### config.mk
export PLATFORM = sky130hd
export DESIGN_NAME = byte_stuffed_frame_deframer_unit_flat
export DESIGN_NICKNAME = d
export VERILOG_FILES = /design/src/sv/bsfd_pkg.sv /design/src/sv/bsfd_rx_if.sv /design/src/sv/bsfd_res_if.sv /design/src/sv/bsfd_ram.sv /design/src/sv/bsfd_ctrl.sv /design/src/sv/bsfd_dp.sv /design/src/sv/byte_stuffed_frame_deframer_unit.sv /design/src/flat_wrapper.sv
export SDC_FILE = /design/constraint.sdc
export NUM_CORES = 1
export LEC_CHECK = 0
export BUFFER_PORTS_ARGS = -buffer_cell sky130_fd_sc_hd__buf_2
export CAP_MARGIN = 25
export CORE_MARGIN = 2
export CORE_UTILIZATION = 55
export DETAILED_ROUTE_END_ITERATION = 16
export PLACE_DENSITY = 0.75
export SETUP_SLACK_MARGIN = 0.05
export SLEW_MARGIN = 30
export SYNTH_ARGS = -nofsm -noshare
export SYNTH_HDL_FRONTEND = slang
export SYNTH_SLANG_ARGS = --single-unit
### constraint.sdc
create_clock -name clk -period 3.2 [get_ports clk]
set_input_delay 0.32 -clock clk [delete_from_list [all_inputs] [get_ports clk]]
set_output_delay 0.32 -clock clk [all_outputs]
set_load 0.005 [all_outputs]
### src/sv/bsfd_pkg.sv
// bsfd_pkg: shared constants, codes and types of the byte-stuffed frame deframer
// no dependencies; imported by bsfd_ctrl, bsfd_dp, the top level, bsfd_chk and the bench
`default_nettype none

package bsfd_pkg;

	localparam int RAW_DEPTH = 64;
	localparam int ADDR_W    = $clog2(RAW_DEPTH);
	localparam int CNT_W     = $clog2(RAW_DEPTH + 1);
	localparam int PADDR_W   = 4;

	// result status codes
	localparam logic [2:0] STAT_BUSY    = 3'd0;
	localparam logic [2:0] STAT_READY   = 3'd1;
	localparam logic [2:0] STAT_LEN_ERR = 3'd2;
	localparam logic [2:0] STAT_SUM_ERR = 3'd3;
	localparam logic [2:0] STAT_OVFL    = 3'd4;

	// register indexes (paddr[3:2])
	localparam logic [1:0] REG_DELIM = 2'd0;
	localparam logic [1:0] REG_ESC   = 2'd1;
	localparam logic [1:0] REG_MASK  = 2'd2;

	localparam logic [7:0] DELIM_RST = 8'h7E;
	localparam logic [7:0] ESC_RST   = 8'h7D;
	localparam logic [7:0] MASK_RST  = 8'h20;

	typedef struct packed {
		logic [7:0] delim;
		logic [7:0] esc;
		logic [7:0] mask;
	} bsfd_cfg_t;

	typedef struct packed {
		logic accept;
		logic rd;
		logic load_pay;
	} bsfd_cmd_t;

	typedef struct packed {
		logic start_drain;
		logic drain_last;
		logic out_free;
	} bsfd_sts_t;

	typedef struct packed {
		logic [2:0] status;
		logic [7:0] payload_byte;
		logic       payload_valid;
		logic [6:0] payload_length;
		logic       last;
	} bsfd_res_t;

endpackage

`default_nettype wire

### src/sv/bsfd_rx_if.sv
// bsfd_rx_if: input channel, one received line byte per beat
// depends on nothing
`default_nettype none

interface bsfd_rx_if;
	logic       valid;
	logic       ready;
	logic [7:0] rx_byte;

	modport source (output valid, output rx_byte, input ready);
	modport sink   (input valid, input rx_byte, output ready);
endinterface

`default_nettype wire

### src/sv/bsfd_res_if.sv
// bsfd_res_if: result channel, one status or payload result per beat
// depends on nothing
`default_nettype none

interface bsfd_res_if;
	logic       valid;
	logic       ready;
	logic [2:0] status;
	logic [7:0] payload_byte;
	logic       payload_valid;
	logic [6:0] payload_length;
	logic       last;

	modport source (output valid, output status, output payload_byte, output payload_valid,
		output payload_length, output last, input ready);
	modport sink   (input valid, input status, input payload_byte, input payload_valid,
		input payload_length, input last, output ready);
endinterface

`default_nettype wire

### src/sv/bsfd_ram.sv
// bsfd_ram: generic single-write, single-read RAM with registered read data
// depends on nothing
`default_nettype none

module bsfd_ram #(
	parameter int W     = 8,
	parameter int DEPTH = 64
) (
	input  wire logic                     clk,
	input  wire logic                     wr_en,
	input  wire logic [$clog2(DEPTH)-1:0] wr_addr,
	input  wire logic [W-1:0]             wr_data,
	input  wire logic                     rd_en,
	input  wire logic [$clog2(DEPTH)-1:0] rd_addr,
	output logic      [W-1:0]             rd_data
);

	logic [W-1:0] mem [DEPTH];

	always_ff @(posedge clk) begin
		if (wr_en) begin
			mem[wr_addr] <= wr_data;
		end
		if (rd_en) begin
			rd_data <= mem[rd_addr];
		end
	end

endmodule

`default_nettype wire

### src/sv/bsfd_ctrl.sv
// bsfd_ctrl: controller, accepts line bytes and sequences the payload drain
// depends on bsfd_pkg
`default_nettype none

module bsfd_ctrl
	import bsfd_pkg::*;
(
	input  wire logic      clk,
	input  wire logic      arst_n,
	input  wire logic      in_valid,
	output logic           in_ready,
	input  wire bsfd_sts_t sts,
	output bsfd_cmd_t      cmd
);

	localparam logic [1:0] S_IDLE = 2'd0;
	localparam logic [1:0] S_RD   = 2'd1;
	localparam logic [1:0] S_OUT  = 2'd2;

	logic [1:0] state_q;
	logic [1:0] state_d;

	always_comb begin
		in_ready     = (state_q == S_IDLE) && sts.out_free;
		cmd.accept   = in_valid && in_ready;
		cmd.rd       = (state_q == S_RD);
		cmd.load_pay = (state_q == S_OUT) && sts.out_free;
		state_d      = state_q;
		case (state_q)
			S_IDLE: begin
				if (cmd.accept && sts.start_drain) begin
					state_d = S_RD;
				end
			end
			S_RD: begin
				state_d = S_OUT;
			end
			S_OUT: begin
				if (cmd.load_pay) begin
					state_d = sts.drain_last ? S_IDLE : S_RD;
				end
			end
			default: begin
				state_d = S_IDLE;
			end
		endcase
	end

	always_ff @(posedge clk or negedge arst_n) begin
		if (!arst_n) begin
			state_q <= S_IDLE;
		end else begin
			state_q <= state_d;
		end
	end

endmodule

`default_nettype wire

### src/sv/bsfd_dp.sv
// bsfd_dp: datapath, unstuffing, body store, frame checks and result register
// depends on bsfd_pkg and bsfd_ram
`default_nettype none

module bsfd_dp
	import bsfd_pkg::*;
(
	input  wire logic       clk,
	input  wire logic       arst_n,
	input  wire bsfd_cfg_t  cfg,
	input  wire logic [7:0] rx_byte,
	input  wire bsfd_cmd_t  cmd,
	output bsfd_sts_t       sts,
	output logic            out_valid,
	input  wire logic       out_ready,
	output bsfd_res_t       res
);

	logic              synced_q;
	logic              esc_q;
	logic [CNT_W-1:0]  count_q;
	logic [7:0]        len_q;
	logic [7:0]        xor_q;
	logic [CNT_W-1:0]  plen_q;
	logic [ADDR_W-1:0] idx_q;
	logic              out_valid_q;
	bsfd_res_t         res_q;

	logic             set_sync;
	logic             set_esc;
	logic             clr_body;
	logic             store_en;
	logic             do_write;
	logic [7:0]       store_val;
	logic [2:0]       single_status;
	logic             start_drain;
	logic             full;
	logic [CNT_W-1:0] plen;
	logic [7:0]       ram_q;

	assign full = (count_q >= CNT_W'(RAW_DEPTH));
	assign plen = count_q - CNT_W'(2);

	always_comb begin
		set_sync      = 1'b0;
		set_esc       = 1'b0;
		clr_body      = 1'b0;
		store_en      = 1'b0;
		store_val     = rx_byte;
		single_status = STAT_BUSY;
		start_drain   = 1'b0;
		if (!synced_q) begin
			if (rx_byte == cfg.delim) begin
				set_sync = 1'b1;
				clr_body = 1'b1;
			end
		end else if (esc_q) begin
			store_en  = 1'b1;
			store_val = rx_byte ^ cfg.mask;
		end else if (rx_byte == cfg.esc) begin
			set_esc = 1'b1;
		end else if (rx_byte == cfg.delim) begin
			clr_body = 1'b1;
			if (count_q < CNT_W'(2)) begin
				single_status = STAT_LEN_ERR;
			end else if (len_q != 8'(plen)) begin
				single_status = STAT_LEN_ERR;
			end else if (xor_q != 8'd0) begin
				single_status = STAT_SUM_ERR;
			end else if (plen == '0) begin
				single_status = STAT_READY;
			end else begin
				start_drain = 1'b1;
			end
		end else begin
			store_en = 1'b1;
		end
		do_write = store_en && !full;
		if (store_en && full) begin
			clr_body      = 1'b1;
			single_status = STAT_OVFL;
		end
	end

	assign sts.start_drain = start_drain;
	assign sts.drain_last  = (CNT_W'(idx_q) == plen_q);
	assign sts.out_free    = !out_valid_q || out_ready;

	bsfd_ram #(
		.W     (8),
		.DEPTH (RAW_DEPTH)
	) u_ram (
		.clk     (clk),
		.wr_en   (cmd.accept && do_write),
		.wr_addr (count_q[ADDR_W-1:0]),
		.wr_data (store_val),
		.rd_en   (cmd.rd),
		.rd_addr (idx_q),
		.rd_data (ram_q)
	);

	// control state
	always_ff @(posedge clk or negedge arst_n) begin
		if (!arst_n) begin
			synced_q    <= 1'b0;
			esc_q       <= 1'b0;
			count_q     <= '0;
			out_valid_q <= 1'b0;
		end else begin
			if (cmd.accept) begin
				if (set_sync) begin
					synced_q <= 1'b1;
				end
				esc_q <= set_esc;
				if (clr_body) begin
					count_q <= '0;
				end else if (do_write) begin
					count_q <= count_q + CNT_W'(1);
				end
			end
			if ((cmd.accept && !start_drain) || cmd.load_pay) begin
				out_valid_q <= 1'b1;
			end else if (out_ready) begin
				out_valid_q <= 1'b0;
			end
		end
	end

	// payload registers
	always_ff @(posedge clk) begin
		if (cmd.accept && do_write) begin
			if (count_q == '0) begin
				len_q <= store_val;
				xor_q <= 8'd0;
			end else begin
				xor_q <= xor_q ^ store_val;
			end
		end
		if (cmd.accept && start_drain) begin
			plen_q <= plen;
			idx_q  <= ADDR_W'(1);
		end else if (cmd.load_pay) begin
			idx_q <= idx_q + ADDR_W'(1);
		end
		if (cmd.accept && !start_drain) begin
			res_q.status         <= single_status;
			res_q.payload_byte   <= 8'd0;
			res_q.payload_valid  <= 1'b0;
			res_q.payload_length <= 7'd0;
			res_q.last           <= 1'b1;
		end else if (cmd.load_pay) begin
			res_q.status         <= STAT_READY;
			res_q.payload_byte   <= ram_q;
			res_q.payload_valid  <= 1'b1;
			res_q.payload_length <= 7'(plen_q);
			res_q.last           <= sts.drain_last;
		end
	end

	assign out_valid = out_valid_q;
	assign res       = res_q;

endmodule

`default_nettype wire

### src/sv/byte_stuffed_frame_deframer_unit.sv
// Byte-stuffed frame deframer with XOR checksum. A line byte that causes a single result
// (stored byte, escape, byte before sync, error or empty frame) loads it into the output
// register as the byte is taken, and a new byte is taken every cycle while results are taken.
// A closing delimiter of a good frame with n payload bytes gives n payload results, each
// through a registered read of the body RAM, then the output register; no byte is taken until the last is loaded.
// Depends on bsfd_pkg, bsfd_rx_if, bsfd_res_if, bsfd_ctrl, bsfd_dp.
`default_nettype none

module byte_stuffed_frame_deframer_unit
	import bsfd_pkg::*;
(
	input  wire logic               clk,
	input  wire logic               arst_n,
	bsfd_rx_if.sink                 rx,
	bsfd_res_if.source              result,
	input  wire logic               psel,
	input  wire logic               penable,
	input  wire logic               pwrite,
	input  wire logic [PADDR_W-1:0] paddr,
	input  wire logic [31:0]        pwdata,
	output logic      [31:0]        prdata,
	output logic                    pready
);

	bsfd_cfg_t  cfg_q;
	bsfd_cmd_t  cmd;
	bsfd_sts_t  sts;
	bsfd_res_t  res;
	logic [1:0] reg_idx;

	assign pready  = 1'b1;
	assign reg_idx = paddr[3:2];

	always_ff @(posedge clk or negedge arst_n) begin
		if (!arst_n) begin
			cfg_q.delim <= DELIM_RST;
			cfg_q.esc   <= ESC_RST;
			cfg_q.mask  <= MASK_RST;
		end else if (psel && penable && pwrite && pready) begin
			case (reg_idx)
				REG_DELIM: cfg_q.delim <= pwdata[7:0];
				REG_ESC:   cfg_q.esc   <= pwdata[7:0];
				REG_MASK:  cfg_q.mask  <= pwdata[7:0];
				default: begin
				end
			endcase
		end
	end

	always_comb begin
		case (reg_idx)
			REG_DELIM: prdata = {24'd0, cfg_q.delim};
			REG_ESC:   prdata = {24'd0, cfg_q.esc};
			REG_MASK:  prdata = {24'd0, cfg_q.mask};
			default:   prdata = 32'd0;
		endcase
	end

	bsfd_ctrl u_ctrl (
		.clk      (clk),
		.arst_n   (arst_n),
		.in_valid (rx.valid),
		.in_ready (rx.ready),
		.sts      (sts),
		.cmd      (cmd)
	);

	bsfd_dp u_dp (
		.clk       (clk),
		.arst_n    (arst_n),
		.cfg       (cfg_q),
		.rx_byte   (rx.rx_byte),
		.cmd       (cmd),
		.sts       (sts),
		.out_valid (result.valid),
		.out_ready (result.ready),
		.res       (res)
	);

	assign result.status         = res.status;
	assign result.payload_byte   = res.payload_byte;
	assign result.payload_valid  = res.payload_valid;
	assign result.payload_length = res.payload_length;
	assign result.last           = res.last;

endmodule

`default_nettype wire

### src/flat_wrapper.sv
// flat-port wrapper written by rule: the top's interface ports become plain ports
module byte_stuffed_frame_deframer_unit_flat import bsfd_pkg::*;
  (clk, arst_n, psel, penable, pwrite, paddr, pwdata, prdata, pready, rx_valid, rx_rx_byte, rx_ready, result_valid, result_status, result_payload_byte, result_payload_valid, result_payload_length, result_last, result_ready);
  bsfd_rx_if rx_i ();
  bsfd_res_if result_i ();
  input  wire logic clk;
  input  wire logic arst_n;
  input  wire logic psel;
  input  wire logic penable;
  input  wire logic pwrite;
  input  wire logic [PADDR_W-1:0] paddr;
  input  wire logic [31:0] pwdata;
  output logic      [31:0] prdata;
  output logic pready;
  input wire logic [$bits(rx_i.valid)-1:0] rx_valid;
  input wire logic [$bits(rx_i.rx_byte)-1:0] rx_rx_byte;
  output wire logic [$bits(rx_i.ready)-1:0] rx_ready;
  output wire logic [$bits(result_i.valid)-1:0] result_valid;
  output wire logic [$bits(result_i.status)-1:0] result_status;
  output wire logic [$bits(result_i.payload_byte)-1:0] result_payload_byte;
  output wire logic [$bits(result_i.payload_valid)-1:0] result_payload_valid;
  output wire logic [$bits(result_i.payload_length)-1:0] result_payload_length;
  output wire logic [$bits(result_i.last)-1:0] result_last;
  input wire logic [$bits(result_i.ready)-1:0] result_ready;
  assign rx_i.valid = rx_valid;
  assign rx_i.rx_byte = rx_rx_byte;
  assign rx_ready = rx_i.ready;
  assign result_valid = result_i.valid;
  assign result_status = result_i.status;
  assign result_payload_byte = result_i.payload_byte;
  assign result_payload_valid = result_i.payload_valid;
  assign result_payload_length = result_i.payload_length;
  assign result_last = result_i.last;
  assign result_i.ready = result_ready;
  byte_stuffed_frame_deframer_unit u_core (.clk(clk), .arst_n(arst_n), .rx(rx_i), .result(result_i), .psel(psel), .penable(penable), .pwrite(pwrite), .paddr(paddr), .pwdata(pwdata), .prdata(prdata), .pready(pready));
endmodule
==> results of run 1 <==
## power by group
| part | switching (mW) | internal [mW] |
|---|---|---|
| combinational | 0.943 | 0.494 |
| clock | 2.88 | 3.53 |
| sequential | 0.143 | 8.93 |
## flip-flops by register name, summed over array words and instances, names as in the netlist
name                       flops
u_core.u_dp.esc_q              1
u_core.u_dp.len_q              8
u_core.u_dp.count_q            7
u_core.u_dp.xor_q              8
u_core.u_dp.res               20
u_core.u_dp.plen_q             7
u_core.cfg_q                  24
u_core.u_ctrl.state_q          2
u_core.u_dp.u_ram.rd_data      8
u_core.u_dp.synced_q           1
u_core.u_dp.out_valid          1
u_core.u_dp.idx_q              6
u_core.u_dp.u_ram.mem        512
## per-layer routing
layer / track usage (%) / part of all wire (%) / vias to the layer above
li1: - / - / 5508
met1: 32.09 / 40 / 6760
met2: 37.22 / 49 / 568
met3: 5.342 / 7.8 / 92
met4: 7.126 / 2.8 / 0
met5: 0 / 0 / -
## critical path, delay by kind of cell (launching register included)
| family | cells | cell delay, ns |
|---|---|---|
| simple gates | 4 | 1.68 |
| buf+inv | 2 | 0.41 |
| flops | 1 | 0.45 |
## stage by stage
step | total power [mW] | worst slack, ns | instances
global placement | 10.58 | 0.03169 | 1959
floorplan | 10.11 | 0.6194 | 1355
CTS | 16.98 | 0.2481 | 2079
global route | 17.42 | 0.1244 | 2079
detailed placement | 10.64 | 0.2691 | 1961
finish | 16.93 | 0.2885 | 2079
## synthesized netlist by cell type (20+ instances only)
cell,n,area [µm²]
nor2b_1,23,143.9
mux4_2,128,2883
dfrtp_1,23,575.6
clkbuf_1,37,138.9
nand2_1,69,259.0
a22oi_1,30,225.2
xnor2_1,32,280.3
edfxtp_1,546,16400
a21oi_1,43,215.2
dfxtp_1,23,460.4
buf_4,28,210.2
and4_1,33,289.0
nor2_1,57,214.0
buf_2,20,100.1
mux2_2,25,281.5
## layout by cell type, fill, tap and decap left out, types with 12 or more instances in the layout
cell and count:
nor2b_1 22, buf_12 12, conb_1 25, clkinv_1 16
and4_1 33, dfstp_2 13, clkbuf_16 59, xnor2_1 24
buf_2 54, dfrtp_1 23, mux2i_1 15, o21ai_0 15
nor2_1 56, buf_4 45, nand2_1 69, clkinv_2 16
mux4_2 128, dfxtp_1 20, mux2_2 25, a21oi_1 43
edfxtp_1 546, xor2_1 19, a22oi_1 30
## cell type report
type | instances | area, µm² | area share (%)
clock buffers | 69 | 1514 | 5.449
repair buffers | 122 | 964.7 | 3.472
well taps | 592 | 740.7 | 2.666
multi-input cells | 644 | 6504 | 23.41
inverters | 7 | 26.28 | 0.09457
flip-flops and latches | 605 | 17780 | 64.01
clock inverters | 40 | 249.0 | 0.8962
## worst max-delay path by stage
stage,start,endpoint,depth (start not counted)
floorplan,u_core.u_dp.count_q[1],u_core.u_dp.plen_q[0],7
global placement,u_core.u_dp.out_valid,u_core.u_dp.u_ram.mem[59][0],5
detailed placement,u_core.u_dp.out_valid,u_core.u_dp.u_ram.mem[62][0],7
CTS,u_core.u_dp.out_valid,u_core.u_dp.u_ram.mem[62][0],7
global route,u_core.u_ctrl.state_q[1],u_core.u_dp.u_ram.mem[62][0],6
finish,u_core.u_ctrl.state_q[1],u_core.u_dp.u_ram.mem[62][0],6
## cell families (layout without fill, tap and decap cells)
kind of cell / count (synthesis) / in the layout / share of synthesized area, %
flops: 605 / 605 / 72.14
xor+xnor: 52 / 52 / 1.879
buf+inv: 106 / 238 / 2.514
mux: 168 / 168 / 13.45
simple gates: 252 / 252 / 5.759
other cells: 2 / 25 / 0.03048
compound gates: 138 / 138 / 3.768
fa+ha+maj: 9 / 9 / 0.4571
==> impl_metrics.tcl, run 1 <==
set metrics [dict create \
    status "completed" \
    synthCells 1332 \
    cpPeakStageDelay_ns 0.53 \
    placementRows 77 \
    antenna_left 0 \
    relSlewSlack_pct 33.07 \
    place_hpwl_mm 33.57 \
    die_x_um 215.7 \
    synthDistinctLibCells 59 \
    drive_gt1_share_pct 26.23 \
    grt_max_degree 65 \
    finalClockSkew_ns 0.02116 \
    ys_seq_area_share_pct 72.14 \
    fin_nets 1498 \
    fin_area_mm2 0.02778 \
    fin_crit_ns 2.912 \
    clkTransAtPathRegs_ns 0.06 \
    worstHoldPathCells 3 \
    cts_resized 0 \
    fin_crit_sh_pct 90.99 \
    maxCapViolations 0 \
    synth_edf_count 546 \
    io_pins 106 \
    chipHeight_um 215.7 \
    first_global_vias 12968 \
    leakage_nw 8.995 \
    ctsHoldBuffers 9 \
    fin_setup_tns_ns 0 \
    crit_type "register to register" \
    num_antenna_cells 0 \
    post_cts_buffers 0 \
    ff2ff_path_depth 6 \
    grt_first_pass_wirelength_mm 80.31 \
    vias 12928 \
    cts_buffers 58 \
    syn_to_final_growth_pct 12.77 \
    rsz0062_at_grt "no" \
    wl_mm 53.09 \
    worstPathArrival_ns 3.15 \
    worstPathCellList "nor4b_1 -> nand2_1 -> nor3_4 -> buf_6 -> buf_8 -> and4_1" \
    critPathSlowestCell "and4_1" \
    start_util_pct 55.71 \
    worstHoldStart "rx_valid" \
    hold_ws_ns 0.1212 \
    drtPass1Iterations 5 \
    synth_area_mm2 0.02464 \
    fillers 2995 \
    start_kind "register" \
    vdd_drop_max_mv 0.4995 \
    setup_viol 0 \
    r2r_end "u_core.u_dp.u_ram.mem[62][0]" \
    tritoncts "yes" \
    crit_required_ns 3.44 \
    endpoint_kind "register" \
    wl_per_cell_um 25.53 \
    ys_ff_latch 605 \
    numPortBuffers 54 \
    worstHoldEndpoint "u_core.u_dp.res[17]" \
    globalRouteTotalUtil_pct 23.20 \
    crit_fanout 21 \
    finalHoldViolCount 0 \
    coreArea_mm2 0.04422 \
    die_area_mm2 0.04650 \
    antenna_found_initial 1 \
    synth_top_flop_cell "edfxtp_1" \
    viasPerCell 6.218 \
    place_congestion 0.8423 \
    drv_slew 0 \
    cts.htree.levels 2 \
    clock-root-buffer "clkbuf_16" \
    r2r_slack_ns 0.29 \
    max_freq_ghz 0.3435 \
    powerDensity_mw_per_mm2 609.2 \
    syn_avg_cell_area_um2 18.50 \
    ys.warnings.count 0 \
    grt_overflow_total 0 \
    place_area_mm2 0.02593 \
    cts.path.max_buffers 3 \
    tightest_slew_ns 0.9995 \
    fin_util_pct 62.83 \
    min_path_type "input pin to register" \
    drc 0 \
    drt_iter0_markers 1561 \
    clock_sinks 605 \
    reg2reg_from "u_core.u_ctrl.state_q[1]" \
    synthArstFlopShare_pct 5.950 \
    clock_latency_ns 0.61 \
]
(Power assumes the default switching activity.)
==> run 2: changes to the inputs <==
ABC_AREA = 1   (was not set)
BUFFER_PORTS_ARGS = -buffer_cell sky130_fd_sc_hd__clkbuf_2   (was -buffer_cell sky130_fd_sc_hd__buf_2)
CORE_UTILIZATION = 56   (was 55)
PLACE_DENSITY = 0.76   (was 0.75)
==> run 2 against run 1 <==
Effect of this change: non-clock buffer count rose by 52; clock skew rose by 0.010 ns; sequential share of layout area fell by 1.9 points; first-iteration DRC count rose by 30%; clock-buffer cell count rose by 12; sequential cell count did not move; via count rose by 34%; critical path type unchanged.
==> impl_metrics.tcl, run 2 <==
set metrics [dict create \
    status "completed" \
    worstHoldStart "result_ready" \
    cts_resized 0 \
    crit_required_ns 3.47 \
    first_global_vias 16889 \
    setup_viol 0 \
    ys.warnings.count 0 \
    largest_register_ffs 512 \
    cts_buffers 58 \
    ctsHoldBuffers 9 \
    worstPathArrival_ns 2.97 \
    ys_seq_area_share_pct 70.62 \
    viasPerCell 5.989 \
    drt_iter0_markers 2028 \
    powerDensity_mw_per_mm2 808.6 \
    post_cts_buffers 0 \
    syn_avg_cell_area_um2 11.75 \
    fin_setup_tns_ns 0 \
    clock_latency_ns 0.63 \
    endpoint_kind "register" \
    cts.htree.levels 2 \
    drive_gt1_share_pct 13.14 \
    synth_area_mm2 0.02517 \
    fin_area_mm2 0.02865 \
    antenna_found_initial 0 \
    globalRouteTotalUtil_pct 26.44 \
    finalClockSkew_ns 0.03135 \
    fin_nets 2314 \
    drtPass1Iterations 6 \
    clkTransAtPathRegs_ns 0.06 \
    synth_area_leader_cell "edfxtp_1" \
    tritoncts "yes" \
    fillers 3247 \
    clock-root-buffer "clkbuf_16" \
    crit_start "u_core.u_dp.count_q[1]" \
    grt_max_degree 151 \
    dp_slack_ns 0.5198 \
    min_path_type "input pin to register" \
    clock_sinks 605 \
    relSlewSlack_pct 31.92 \
    antenna_left 0 \
    wl_per_cell_um 21.20 \
    yosys-top-cells-count "546 x edfxtp_1, 367 x nor2_1, 306 x o21ai_0, 258 x nand2_1, 89 x clkbuf_1" \
    finalHoldViolCount 0 \
    final_common_cell "edfxtp_1" \
    synthCells 2141 \
    synth_edf_count 546 \
    setup_ws_ns 0.4957 \
    synth_top_flop_cell "edfxtp_1" \
    start_kind "register" \
    crit_type "register to register" \
    synth.top_cell.area_share_pct 65.15 \
    synthTopCellsByArea "edfxtp_1 65%, o21ai_0 6.1%, nor2_1 5.5%" \
    coreArea_mm2 0.04432 \
    ys_ff_latch 605 \
    start_util_pct 56.79 \
    die_area_mm2 0.04665 \
    rsz0062_at_grt "no" \
    placementRows 77 \
    layout_common_cells "546 x edfxtp_1, 366 x nor2_1, 306 x o21ai_0, 258 x nand2_1, 97 x buf_4" \
    drv_slew 0 \
    crit_fanout 12 \
    grt_overflow_total 0 \
    vdd_drop_max_mv 0.5622 \
    syn_to_final_growth_pct 13.83 \
    yosysMostFrequentCell "edfxtp_1" \
    fin_crit_sh_pct 84.51 \
    leakage_nw 9.989 \
    die_x_um 216.0 \
    drc 0 \
    grt_first_pass_wirelength_mm 94.32 \
    maxCapViolations 0 \
    cts.path.max_buffers 3 \
    synthArstFlopShare_pct 5.950 \
    numPortBuffers 54 \
    chipHeight_um 216.0 \
    max_freq_ghz 0.3698 \
    regMostFlops "u_core.u_dp.u_ram.mem" \
    vias 17319 \
    fin_crit_ns 2.704 \
    place_hpwl_mm 36.98 \
    tightest_slew_ns 1.018 \
    reg2reg_from "u_core.u_dp.count_q[1]" \
    io_pins 106 \
    place_area_mm2 0.02671 \
    synthDistinctLibCells 38 \
    wl_mm 61.30 \
    place_congestion 0.8881 \
]
==> run 2: final timing paths <==
| kind | to | slack, ns | cells past startpoint |
|---|---|---|---|
| max | u_core.u_dp.plen_q[3] | 0.50 | 13 |
| min | u_core.u_ctrl.state_q[1] | 0.05 | 4 |
| max reg2reg | u_core.u_dp.plen_q[3] | 0.50 | 13 |
| min reg2reg | u_core.u_dp.res[3] | 0.47 | 2 |
| max in group asynchronous | u_core.cfg_q[3] | 2.31 | 2 |
| min in group asynchronous | u_core.u_ctrl.state_q[0] | 0.32 | 2 |
==> run 2: cell families (layout without fill, tap and decap cells) <==
kind of cell             after synthesis  in the layout  synth area share, %
adder cells (fa/ha/maj)                9              9               0.4475
AND/OR/NAND/NOR                      768            768                12.56
AO/OA/AOI/OAI                        487            487                11.15
flip-flops                           605            605                70.62
XOR/XNOR                              29             29                1.009
other                                  2             26              0.02984
buffers and inverters                241            376                4.176
==> run 2: metrics by stage <==
stage	util (%)	std cells	total power [mW]	hold WS [ns]
after floorplan	-	2164	14.23	0.02441
after global placement	60.28	2776	16.30	0.4517
after detailed placement	60.28	2776	16.56	0.4551
after CTS	64.61	2890	23.11	0.01811
after global routing	64.63	2891	24.25	0.04788
final	64.64	2892	23.16	0.04734
==> run 2: routing by layer <==
layer	vias up	routed length, µm	GRT usage (%)
li1	7865	-	-
met1	8309	23510	35.76
met2	992	29130	42.72
met3	153	6195	4.820
met4	0	2466	10.80
met5	-	0	0
==> run 2: power by group <==
part	total [mW]	internal, mW	switching, mW	leakage [nW]
Combinational	7.00	2.13	4.86	3.56
Clock	6.58	3.70	2.88	0.895
Sequential	9.59	9.21	0.380	5.54
Total	23.2	15.0	8.12	9.99
==> run 2: area by class of cell <==
| class | instances | area [µm²] | share of cell area, % |
|---|---|---|---|
| Antenna cell | 1 | 2.502 | 0.008736 |
| Tap cell | 592 | 740.7 | 2.586 |
| Clock inverter | 24 | 210.2 | 0.7338 |
| Clock buffer | 81 | 1619 | 5.652 |
| Timing Repair Buffer | 174 | 1360 | 4.748 |
| Multi-Input combinational cell | 1318 | 6563 | 22.91 |
| Inverter | 97 | 369.1 | 1.288 |
| Sequential cell | 605 | 17780 | 62.07 |
==> run 2: worst max-delay path, stage by stage (launching register included) <==
cell	delay, ns
dfrtp_1	0.46
inv_1	0.20
ha_1	0.38
inv_1	0.12
nand2_1	0.06
nand2_1	0.05
nand2_1	0.05
nor2_1	0.09
nand3_1	0.08
nor2_1	0.13
nand3_2	0.15
nor2_1	0.11
nand2_1	0.10
inv_1	0.35
